[src/sv/ntt_pkg.sv]
// shared constants, codes and command/status types of the ntt engine
`default_nettype none
package ntt_pkg;

    localparam int MAX_POINTS_DEF = 1024;

    localparam logic [29:0] MOD_P    = 30'd998244353;
    localparam logic [29:0] GEN_ROOT = 30'd3;
    localparam logic [63:0] NEG_PINV = 64'd17450252288407896063;
    localparam logic [29:0] R_MOD_P  = 30'd932051910;
    localparam logic [29:0] R2_MOD_P = 30'd299560064;
    localparam logic [29:0] EXP_INV  = MOD_P - 30'd2;
    localparam logic [29:0] P_MINUS1 = MOD_P - 30'd1;

    localparam logic [1:0] KIND_WRITE = 2'd0;
    localparam logic [1:0] KIND_RUN   = 2'd1;
    localparam logic [1:0] KIND_READ  = 2'd2;

    // operand sources
    localparam logic [3:0] OP_U    = 4'd0;
    localparam logic [3:0] OP_V    = 4'd1;
    localparam logic [3:0] OP_W    = 4'd2;
    localparam logic [3:0] OP_WL   = 4'd3;
    localparam logic [3:0] OP_ACC  = 4'd4;
    localparam logic [3:0] OP_B    = 4'd5;
    localparam logic [3:0] OP_ROOT = 4'd6;
    localparam logic [3:0] OP_RD   = 4'd7;
    localparam logic [3:0] OP_ONE  = 4'd8;
    localparam logic [3:0] OP_R2   = 4'd9;
    localparam logic [3:0] OP_GEN  = 4'd10;
    localparam logic [3:0] OP_N    = 4'd11;

    // destination registers
    localparam logic [2:0] RG_U    = 3'd0;
    localparam logic [2:0] RG_V    = 3'd1;
    localparam logic [2:0] RG_W    = 3'd2;
    localparam logic [2:0] RG_WL   = 3'd3;
    localparam logic [2:0] RG_ACC  = 3'd4;
    localparam logic [2:0] RG_B    = 3'd5;
    localparam logic [2:0] RG_ROOT = 3'd6;

    // memory write data sources
    localparam logic [2:0] WS_IN   = 3'd0;
    localparam logic [2:0] WS_ZERO = 3'd1;
    localparam logic [2:0] WS_RD   = 3'd2;
    localparam logic [2:0] WS_U    = 3'd3;
    localparam logic [2:0] WS_V    = 3'd4;
    localparam logic [2:0] WS_SUM  = 3'd5;
    localparam logic [2:0] WS_DIFF = 3'd6;

    typedef struct packed {
        logic        mv_en;
        logic [2:0]  mv_dst;
        logic [3:0]  mv_src;
        logic        acc_init;
        logic        mul_start;
        logic [3:0]  mul_a;
        logic [3:0]  mul_b;
        logic [2:0]  mul_dst;
        logic        ram_re;
        logic        ram_we;
        logic [2:0]  ram_wsel;
        logic        out_ld;
        logic        out_run;
        logic [29:0] n_val;
    } t_cmd;

    typedef struct packed {
        logic mul_busy;
        logic mul_done;
        logic out_free;
    } t_sts;

endpackage
`default_nettype wire

[src/sv/ntt_ctrl.sv]
// ntt controller: request decode, clear pass, bit reversal, stage, power and scaling loops
`default_nettype none
module ntt_ctrl #(
    parameter int MAX_POINTS = ntt_pkg::MAX_POINTS_DEF
) (
    input  wire logic                          i_clk,
    input  wire logic                          i_rst_n,
    input  wire logic                          i_in_valid,
    output logic                               o_in_ready,
    input  wire logic [1:0]                    i_kind,
    input  wire logic [9:0]                    i_coeff_index,
    input  wire logic [3:0]                    i_size_log2,
    input  wire logic                          i_inverse,
    input  wire ntt_pkg::t_sts                 i_sts,
    output ntt_pkg::t_cmd                      o_cmd,
    output logic      [$clog2(MAX_POINTS)-1:0] o_raddr,
    output logic      [$clog2(MAX_POINTS)-1:0] o_waddr
);

    localparam int AW = $clog2(MAX_POINTS);

    localparam logic [5:0] ST_CLR      = 6'd0;
    localparam logic [5:0] ST_IDLE     = 6'd1;
    localparam logic [5:0] ST_RD_OUT   = 6'd2;
    localparam logic [5:0] ST_ROOT     = 6'd3;
    localparam logic [5:0] ST_ROOT_W   = 6'd4;
    localparam logic [5:0] ST_BR       = 6'd5;
    localparam logic [5:0] ST_BR_RJ    = 6'd6;
    localparam logic [5:0] ST_BR_WI    = 6'd7;
    localparam logic [5:0] ST_BR_WJ    = 6'd8;
    localparam logic [5:0] ST_STG      = 6'd9;
    localparam logic [5:0] ST_POW      = 6'd10;
    localparam logic [5:0] ST_POW_W1   = 6'd11;
    localparam logic [5:0] ST_POW_SQ   = 6'd12;
    localparam logic [5:0] ST_POW_W2   = 6'd13;
    localparam logic [5:0] ST_STG_INV  = 6'd14;
    localparam logic [5:0] ST_STG_INV2 = 6'd15;
    localparam logic [5:0] ST_STG_INV3 = 6'd16;
    localparam logic [5:0] ST_BF_INIT  = 6'd17;
    localparam logic [5:0] ST_BF_RH    = 6'd18;
    localparam logic [5:0] ST_BF_RL    = 6'd19;
    localparam logic [5:0] ST_BF_RLW   = 6'd20;
    localparam logic [5:0] ST_BF_MW    = 6'd21;
    localparam logic [5:0] ST_BF_WL    = 6'd22;
    localparam logic [5:0] ST_BF_WH    = 6'd23;
    localparam logic [5:0] ST_BF_WW    = 6'd24;
    localparam logic [5:0] ST_SCL      = 6'd25;
    localparam logic [5:0] ST_SCL_W    = 6'd26;
    localparam logic [5:0] ST_SC_R     = 6'd27;
    localparam logic [5:0] ST_SC_M     = 6'd28;
    localparam logic [5:0] ST_SC_W     = 6'd29;
    localparam logic [5:0] ST_SC_WR    = 6'd30;
    localparam logic [5:0] ST_DONE     = 6'd31;

    logic [5:0]    r_state;
    logic [5:0]    n_state;
    logic [5:0]    r_ret;
    logic [5:0]    n_ret;
    logic [AW:0]   r_i;
    logic [AW:0]   n_i;
    logic [AW-1:0] r_k;
    logic [AW-1:0] n_k;
    logic [AW:0]   r_blk;
    logic [AW:0]   n_blk;
    logic [4:0]    r_s;
    logic [4:0]    n_s;
    logic [29:0]   r_e;
    logic [29:0]   n_e;

    logic [4:0]    logn;
    logic [AW:0]   n_pts;
    logic [AW:0]   len;
    logic [AW:0]   half;
    logic [AW-1:0] lo;
    logic [AW-1:0] hi;
    logic [AW-1:0] rev;
    logic [AW-1:0] j_idx;
    logic [AW+9:0] idx_ext;
    logic [AW-1:0] idx;
    logic [29:0]   e_stage;

    assign logn    = ({1'b0, i_size_log2} > 5'(AW)) ? 5'(AW) : {1'b0, i_size_log2};
    assign n_pts   = (AW+1)'(1) << logn;
    assign len     = (AW+1)'(1) << r_s;
    assign half    = len >> 1;
    assign lo      = r_blk[AW-1:0] + r_k;
    assign hi      = lo + half[AW-1:0];
    assign idx_ext = (AW+10)'(i_coeff_index);
    assign idx     = idx_ext[AW-1:0];
    assign e_stage = ntt_pkg::P_MINUS1 >> r_s;

    always_comb begin
        for (int b = 0; b < AW; b++) begin
            rev[b] = r_i[AW-1-b];
        end
    end
    assign j_idx = rev >> (5'(AW) - logn);

    always_comb begin
        n_state    = r_state;
        n_ret      = r_ret;
        n_i        = r_i;
        n_k        = r_k;
        n_blk      = r_blk;
        n_s        = r_s;
        n_e        = r_e;
        o_cmd      = '0;
        o_cmd.n_val = 30'(n_pts);
        o_raddr    = r_i[AW-1:0];
        o_waddr    = r_i[AW-1:0];
        o_in_ready = 1'b0;
        case (r_state)
            ST_CLR: begin
                o_cmd.ram_we   = 1'b1;
                o_cmd.ram_wsel = ntt_pkg::WS_ZERO;
                if (r_i[AW-1:0] == {AW{1'b1}}) begin
                    n_i     = '0;
                    n_state = ST_IDLE;
                end else begin
                    n_i = r_i + 1'b1;
                end
            end
            ST_IDLE: begin
                o_in_ready = 1'b1;
                o_raddr    = idx;
                o_waddr    = idx;
                if (i_in_valid) begin
                    case (i_kind)
                        ntt_pkg::KIND_WRITE: begin
                            o_cmd.ram_we   = 1'b1;
                            o_cmd.ram_wsel = ntt_pkg::WS_IN;
                        end
                        ntt_pkg::KIND_READ: begin
                            o_cmd.ram_re = 1'b1;
                            n_state      = ST_RD_OUT;
                        end
                        ntt_pkg::KIND_RUN: n_state = ST_ROOT;
                        default: ;
                    endcase
                end
            end
            ST_RD_OUT: begin
                if (i_sts.out_free) begin
                    o_cmd.out_ld = 1'b1;
                    n_state      = ST_IDLE;
                end
            end
            ST_ROOT: begin
                o_cmd.mul_start = 1'b1;
                o_cmd.mul_a     = ntt_pkg::OP_GEN;
                o_cmd.mul_b     = ntt_pkg::OP_R2;
                o_cmd.mul_dst   = ntt_pkg::RG_ROOT;
                n_state         = ST_ROOT_W;
            end
            ST_ROOT_W: begin
                if (i_sts.mul_done) begin
                    n_i     = (AW+1)'(1);
                    n_state = ST_BR;
                end
            end
            ST_BR: begin
                if (r_i >= n_pts) begin
                    n_s     = 5'd1;
                    n_state = ST_STG;
                end else if (r_i < {1'b0, j_idx}) begin
                    o_cmd.ram_re = 1'b1;
                    n_state      = ST_BR_RJ;
                end else begin
                    n_i = r_i + 1'b1;
                end
            end
            ST_BR_RJ: begin
                o_cmd.mv_en  = 1'b1;
                o_cmd.mv_dst = ntt_pkg::RG_U;
                o_cmd.mv_src = ntt_pkg::OP_RD;
                o_cmd.ram_re = 1'b1;
                o_raddr      = j_idx;
                n_state      = ST_BR_WI;
            end
            ST_BR_WI: begin
                o_cmd.ram_we   = 1'b1;
                o_cmd.ram_wsel = ntt_pkg::WS_RD;
                n_state        = ST_BR_WJ;
            end
            ST_BR_WJ: begin
                o_cmd.ram_we   = 1'b1;
                o_cmd.ram_wsel = ntt_pkg::WS_U;
                o_waddr        = j_idx;
                n_i            = r_i + 1'b1;
                n_state        = ST_BR;
            end
            ST_STG: begin
                if (r_s > logn) begin
                    n_state = ST_SCL;
                end else begin
                    o_cmd.mv_en    = 1'b1;
                    o_cmd.mv_dst   = ntt_pkg::RG_B;
                    o_cmd.mv_src   = ntt_pkg::OP_ROOT;
                    o_cmd.acc_init = 1'b1;
                    n_e            = e_stage;
                    n_ret          = ST_STG_INV;
                    n_state        = ST_POW;
                end
            end
            ST_POW: begin
                if (r_e == 30'd0) begin
                    n_state = r_ret;
                end else if (r_e[0]) begin
                    o_cmd.mul_start = 1'b1;
                    o_cmd.mul_a     = ntt_pkg::OP_ACC;
                    o_cmd.mul_b     = ntt_pkg::OP_B;
                    o_cmd.mul_dst   = ntt_pkg::RG_ACC;
                    n_state         = ST_POW_W1;
                end else begin
                    o_cmd.mul_start = 1'b1;
                    o_cmd.mul_a     = ntt_pkg::OP_B;
                    o_cmd.mul_b     = ntt_pkg::OP_B;
                    o_cmd.mul_dst   = ntt_pkg::RG_B;
                    n_state         = ST_POW_W2;
                end
            end
            ST_POW_W1: begin
                if (i_sts.mul_done) begin
                    n_state = ST_POW_SQ;
                end
            end
            ST_POW_SQ: begin
                o_cmd.mul_start = 1'b1;
                o_cmd.mul_a     = ntt_pkg::OP_B;
                o_cmd.mul_b     = ntt_pkg::OP_B;
                o_cmd.mul_dst   = ntt_pkg::RG_B;
                n_state         = ST_POW_W2;
            end
            ST_POW_W2: begin
                if (i_sts.mul_done) begin
                    n_e     = r_e >> 1;
                    n_state = ST_POW;
                end
            end
            ST_STG_INV: begin
                o_cmd.mv_en  = 1'b1;
                o_cmd.mv_dst = ntt_pkg::RG_WL;
                o_cmd.mv_src = ntt_pkg::OP_ACC;
                n_state      = ST_STG_INV2;
            end
            ST_STG_INV2: begin
                if (i_inverse) begin
                    o_cmd.mv_en    = 1'b1;
                    o_cmd.mv_dst   = ntt_pkg::RG_B;
                    o_cmd.mv_src   = ntt_pkg::OP_WL;
                    o_cmd.acc_init = 1'b1;
                    n_e            = ntt_pkg::EXP_INV;
                    n_ret          = ST_STG_INV3;
                    n_state        = ST_POW;
                end else begin
                    n_state = ST_BF_INIT;
                end
            end
            ST_STG_INV3: begin
                o_cmd.mv_en  = 1'b1;
                o_cmd.mv_dst = ntt_pkg::RG_WL;
                o_cmd.mv_src = ntt_pkg::OP_ACC;
                n_state      = ST_BF_INIT;
            end
            ST_BF_INIT: begin
                o_cmd.mv_en  = 1'b1;
                o_cmd.mv_dst = ntt_pkg::RG_W;
                o_cmd.mv_src = ntt_pkg::OP_ONE;
                n_k          = '0;
                n_blk        = '0;
                n_state      = ST_BF_RH;
            end
            ST_BF_RH: begin
                o_cmd.ram_re = 1'b1;
                o_raddr      = hi;
                n_state      = ST_BF_RL;
            end
            ST_BF_RL: begin
                o_cmd.mul_start = 1'b1;
                o_cmd.mul_a     = ntt_pkg::OP_RD;
                o_cmd.mul_b     = ntt_pkg::OP_W;
                o_cmd.mul_dst   = ntt_pkg::RG_V;
                o_cmd.ram_re    = 1'b1;
                o_raddr         = lo;
                n_state         = ST_BF_RLW;
            end
            ST_BF_RLW: begin
                o_cmd.mv_en  = 1'b1;
                o_cmd.mv_dst = ntt_pkg::RG_U;
                o_cmd.mv_src = ntt_pkg::OP_RD;
                n_state      = ST_BF_MW;
            end
            ST_BF_MW: begin
                if (i_sts.mul_done) begin
                    n_state = ST_BF_WL;
                end
            end
            ST_BF_WL: begin
                o_cmd.ram_we   = 1'b1;
                o_cmd.ram_wsel = ntt_pkg::WS_SUM;
                o_waddr        = lo;
                n_state        = ST_BF_WH;
            end
            ST_BF_WH: begin
                o_cmd.ram_we   = 1'b1;
                o_cmd.ram_wsel = ntt_pkg::WS_DIFF;
                o_waddr        = hi;
                if ((r_blk + len) == n_pts) begin
                    n_blk = '0;
                    if (({1'b0, r_k} + (AW+1)'(1)) == half) begin
                        n_s     = r_s + 5'd1;
                        n_state = ST_STG;
                    end else begin
                        n_k             = r_k + 1'b1;
                        o_cmd.mul_start = 1'b1;
                        o_cmd.mul_a     = ntt_pkg::OP_W;
                        o_cmd.mul_b     = ntt_pkg::OP_WL;
                        o_cmd.mul_dst   = ntt_pkg::RG_W;
                        n_state         = ST_BF_WW;
                    end
                end else begin
                    n_blk   = r_blk + len;
                    n_state = ST_BF_RH;
                end
            end
            ST_BF_WW: begin
                if (i_sts.mul_done) begin
                    n_state = ST_BF_RH;
                end
            end
            ST_SCL: begin
                if (i_inverse) begin
                    o_cmd.mul_start = 1'b1;
                    o_cmd.mul_a     = ntt_pkg::OP_N;
                    o_cmd.mul_b     = ntt_pkg::OP_R2;
                    o_cmd.mul_dst   = ntt_pkg::RG_B;
                    n_state         = ST_SCL_W;
                end else begin
                    n_state = ST_DONE;
                end
            end
            ST_SCL_W: begin
                if (i_sts.mul_done) begin
                    o_cmd.acc_init = 1'b1;
                    n_e            = ntt_pkg::EXP_INV;
                    n_ret          = ST_SC_R;
                    n_i            = '0;
                    n_state        = ST_POW;
                end
            end
            ST_SC_R: begin
                o_cmd.ram_re = 1'b1;
                n_state      = ST_SC_M;
            end
            ST_SC_M: begin
                o_cmd.mul_start = 1'b1;
                o_cmd.mul_a     = ntt_pkg::OP_RD;
                o_cmd.mul_b     = ntt_pkg::OP_ACC;
                o_cmd.mul_dst   = ntt_pkg::RG_V;
                n_state         = ST_SC_W;
            end
            ST_SC_W: begin
                if (i_sts.mul_done) begin
                    n_state = ST_SC_WR;
                end
            end
            ST_SC_WR: begin
                o_cmd.ram_we   = 1'b1;
                o_cmd.ram_wsel = ntt_pkg::WS_V;
                if ((r_i + 1'b1) == n_pts) begin
                    n_state = ST_DONE;
                end else begin
                    n_i     = r_i + 1'b1;
                    n_state = ST_SC_R;
                end
            end
            ST_DONE: begin
                if (i_sts.out_free) begin
                    o_cmd.out_ld  = 1'b1;
                    o_cmd.out_run = 1'b1;
                    n_state       = ST_IDLE;
                end
            end
            default: n_state = ST_IDLE;
        endcase
    end

    always_ff @(posedge i_clk) begin
        if (!i_rst_n) begin
            r_state <= ST_CLR;
            r_ret   <= ST_IDLE;
            r_i     <= '0;
            r_k     <= '0;
            r_blk   <= '0;
            r_s     <= '0;
            r_e     <= '0;
        end else begin
            r_state <= n_state;
            r_ret   <= n_ret;
            r_i     <= n_i;
            r_k     <= n_k;
            r_blk   <= n_blk;
            r_s     <= n_s;
            r_e     <= n_e;
        end
    end

endmodule
`default_nettype wire

[config.mk]
export PLATFORM = sky130hd
export DESIGN_NAME = ntt_ctrl
export DESIGN_NICKNAME = d
export VERILOG_FILES = /design/src/sv/ntt_pkg.sv /design/src/sv/ntt_ctrl.sv
export SDC_FILE = /design/constraint.sdc
export NUM_CORES = 1
export LEC_CHECK = 0
export ABC_AREA = 1
export BUFFER_PORTS_ARGS = -buffer_cell sky130_fd_sc_hd__clkbuf_2
export CORE_MARGIN = 5
export CORE_UTILIZATION = 55
export CTS_BUF_LIST = sky130_fd_sc_hd__clkbuf_16
export CTS_CLUSTER_SIZE = 25
export DETAILED_ROUTE_END_ITERATION = 8
export PLACE_DENSITY = 0.82
export SYNTH_ARGS = -nofsm -noshare
export SYNTH_HDL_FRONTEND = slang
export SYNTH_SLANG_ARGS = --single-unit
export TNS_END_PERCENT = 30
[constraint.sdc]
create_clock -name i_clk -period 6.3 [get_ports i_clk]
set_input_delay 1.26 -clock i_clk [delete_from_list [all_inputs] [get_ports i_clk]]
set_output_delay 1.26 -clock i_clk [all_outputs]
set_load 0.02 [all_outputs]
==> impl_metrics.yaml <==
status:
  run_status: "completed"
clock_network:
  cts_root_buf: "clkbuf_16"
  clk_latency_ps: 350
  cts_tree: "built"
  postCtsSetupBuffers: 0
  cts_sinks: 76
  clk_pin_slew_worst_paths_ps: 60
  cts-resized-gates: 0
  h-tree-depth: 3
  numCtsBuffers: 9
  cts.hold.buffers_added: 0
  clk_path_buf_depth: 2
yosys:
  postSynthAreaPerCell_um2: 5.820
  async_flop_share: 0
  synth_most_common_cell: "nand2_1"
  ys_top_cells_by_area: "dfxtp_1, nand2_1, ha_1, inv_1, nand3_1"
  seq_area_frac_synth: 0.1654
  synth_common_cells: "nand2_1, inv_1, nor2_1, nand3_1, a21oi_1"
  ys.flop_type: "dfxtp_1"
  syn-instance-count: 1581
  yosysWarnings: 0
  synth_top_cell_by_area: "dfxtp_1"
  yosys.area.top_type_share: 0.1654
  netlist_area_um2: 9201
  synth-seq-cells: 76
  synth_edf_count: 0
  yosysUniqueCellTypes: 58
routing:
  wl_mm: 30.44
  first_iter_violations: 1283
  dr.pass1.iters: 6
  drc_errors: 0
  detail-route-antenna-nets: 0
  vias_per_cell: 5.813
  vias: 10740
  avgRoutedWirePerCell_um: 16.48
finish:
  diodes: 0
  nNetsFinal: 1711
  fin_cells: 1847
  final_util: 0.5982
  multi_input_area_um2: 6516
  drive_above_1_share: 0.1094
  synthToLayoutAreaGrowth_pct: 7.438
  stdcell_area_um2: 9886
  fillCellCount: 1692
  seq_area_um2: 1521
critical_path:
  critical_path_arrival_ps: 4250
  critPathKind: "reg -> out"
  cp.required_ps: 5040
  timing.critical_path.buf_inv: 1
  critPathMaxFanout: 11
  cp_cell_sequence: "ha_1 > fa_1 > nand3_1 > nand2_1 > a21oi_1 > o21ai_0 > nand2_1 > nand2_1 > nand2_1 > nand2_1 > xor2_1 > ha_1 > nand2_1 > nor2_1 > nand2_1 > o211ai_1 > a31oi_1 > nand3_1 > nand3_1 > o2111ai_1 > clkbuf_2"
  critPathSlowestCell: "dfxtp_1"
  cp_top_family: "simple AND/OR/NAND/NOR gates"
  max_stage_delay_ps: 610
  cp-start-kind: "register"
  cp_common_cell: "nand2_1"
  endpoint_kind: "output port"
floorplanning:
  core.rowCount: 47
  core_region_area_um2: 16520
  io_pins: 102
  die_w_um: 139.3
  dieArea_um2: 19420
  initial_utilization: 0.5568
  die_h_um: 139.3
placed_design:
  pre_cts_slack_ps: 940.7
  place.gp.congestion: 1.003
  place_area_um2: 9539
  dp_hpwl_mm: 23.84
  portBuffers: 81
  dpl.cell_count: 1831
power:
  cellPowerDensity_nw_per_um2: 298.1
  peakVddDrop_v: 0.0002217
  p_total_mw: 2.947
  combPwrFrac: 0.556
  power.net_switching_mw: 1.473
  leakagePower_nw: 5.129
  sw_frac_of_total: 0.4999
  p_int_mw: 1.474
  clkPwrFrac: 0.210
  p_seq_frac: 0.234
sta:
  max_clock_freq_mhz: 181.6
  finalMaxSlewViolations: 0
  hold_viol: 0
  rsz0062_at_grt: "false"
  finalCritPeriodShare: 0.8742
  min_period_ps: 5507
  worst_slack_ps: 792.5
  fin_tns_setup_ps: 0
  finClkSkew_ps: 8.723
  relSlewSlack: 0.2213
  worst_pin_slew_ps: 1165
  setup_viol: 0
  fin_hold_ws_ps: 467.4
global_route:
  met1_usage: 0.4018
  use_met2: 0.4720
  grt_overflow_total: 0
  antenna_found_initial: 0
  grt_pass1_wl_mm: 48.57
  grt.busiest_layer: "met2"
  grt_max_degree: 61
  grt_util_met3: 0.07547
  grt_pass1_vias: 9561
  grtUsageTotal: 0.3029
run:
  cap_violations: 0
hold_path:
  hold_path_class: "reg -> reg"
[power by group through the flow]
stage | Sequential, mW | Clock (mW) | Combinational (mW)
2_1_floorplan | 0.620 | 0 | 1.24
3_3_place_gp | 0.687 | 0 | 1.58
3_5_place_dp | 0.689 | 0 | 1.60
4_1_cts | 0.680 | 0.623 | 1.61
5_1_grt | 0.694 | 0.649 | 1.81
6_report | 0.688 | 0.620 | 1.64
[routing by layer]
metal  vias up  part of all wire
met3        92              0.10
met1      4841              0.42
met5         -                 0
met2       534              0.43
li1       5269                 -
met4         0             0.040
[sequential cells by signal, summed over array words and instances, names as in the netlist]
register	count
r_i	11
r_s	5
r_state	5
r_blk	11
r_ret	4
r_e	30
r_k	10
[cells in the final DEF (no fill, tap or decap), types with 3 or more instances in the layout]
cell type  count
conb_1        19
xnor2_1        9
a31oi_1       22
nand2_1      395
bufinv_16      3
clkbuf_16      9
nand3b_1       6
nor4_1         5
fa_1           3
nor2_1       178
o22ai_1       11
nand3_2        6
xor2_1        14
nor2_4         9
o21ai_0       95
ha_1          63
nand2_4        3
a21oi_1      101
nand4_1       34
o211ai_1       5
a22oi_1        3
nor2_2         7
inv_1        196
clkbuf_2      81
nor3_1        29
nand2_2       12
o21ai_2        9
nand3_1      144
o2111ai_1      7
a211oi_1       8
inv_2         17
dfxtp_1       76
or2_2         10
[final timing paths]
kind         startpoint          to  slack (ps)  depth (start not counted)
min reg2reg      r_e[1]      r_e[1]         470                          2
max              r_k[0]  o_raddr[9]         790                         21
min              r_e[1]      r_e[1]         470                          2
max reg2reg      r_s[2]      r_k[2]        2060                         22
[worst min-delay path, stage by stage (launching register included)]
cell and delay [ps]:
dfxtp_1 310, inv_1 60, a21oi_1 50
[area by class of cell]
class	instances	area share
clock buffer	9	0.02278
multi-input combinational	1237	0.6592
clock inverter	7	0.01228
sequential	76	0.1539
inverter	216	0.08227
tap	220	0.02784
timing repair buffer	82	0.04177
[cell families after synthesis]
logic type               after synthesis  share of synthesized area
AND/OR/NAND/NOR                      845                     0.4063
AO/OA/AOI/OAI                        282                     0.1765
XOR/XNOR                              24                    0.02434
adder cells (fa/ha/maj)               66                    0.09220
other                                  1                  0.0004076
flip-flops                            76                     0.1654
buffers and inverters                286                     0.1338
multiplexers                           1                   0.001088
Power figures use the tool's default switching activity.
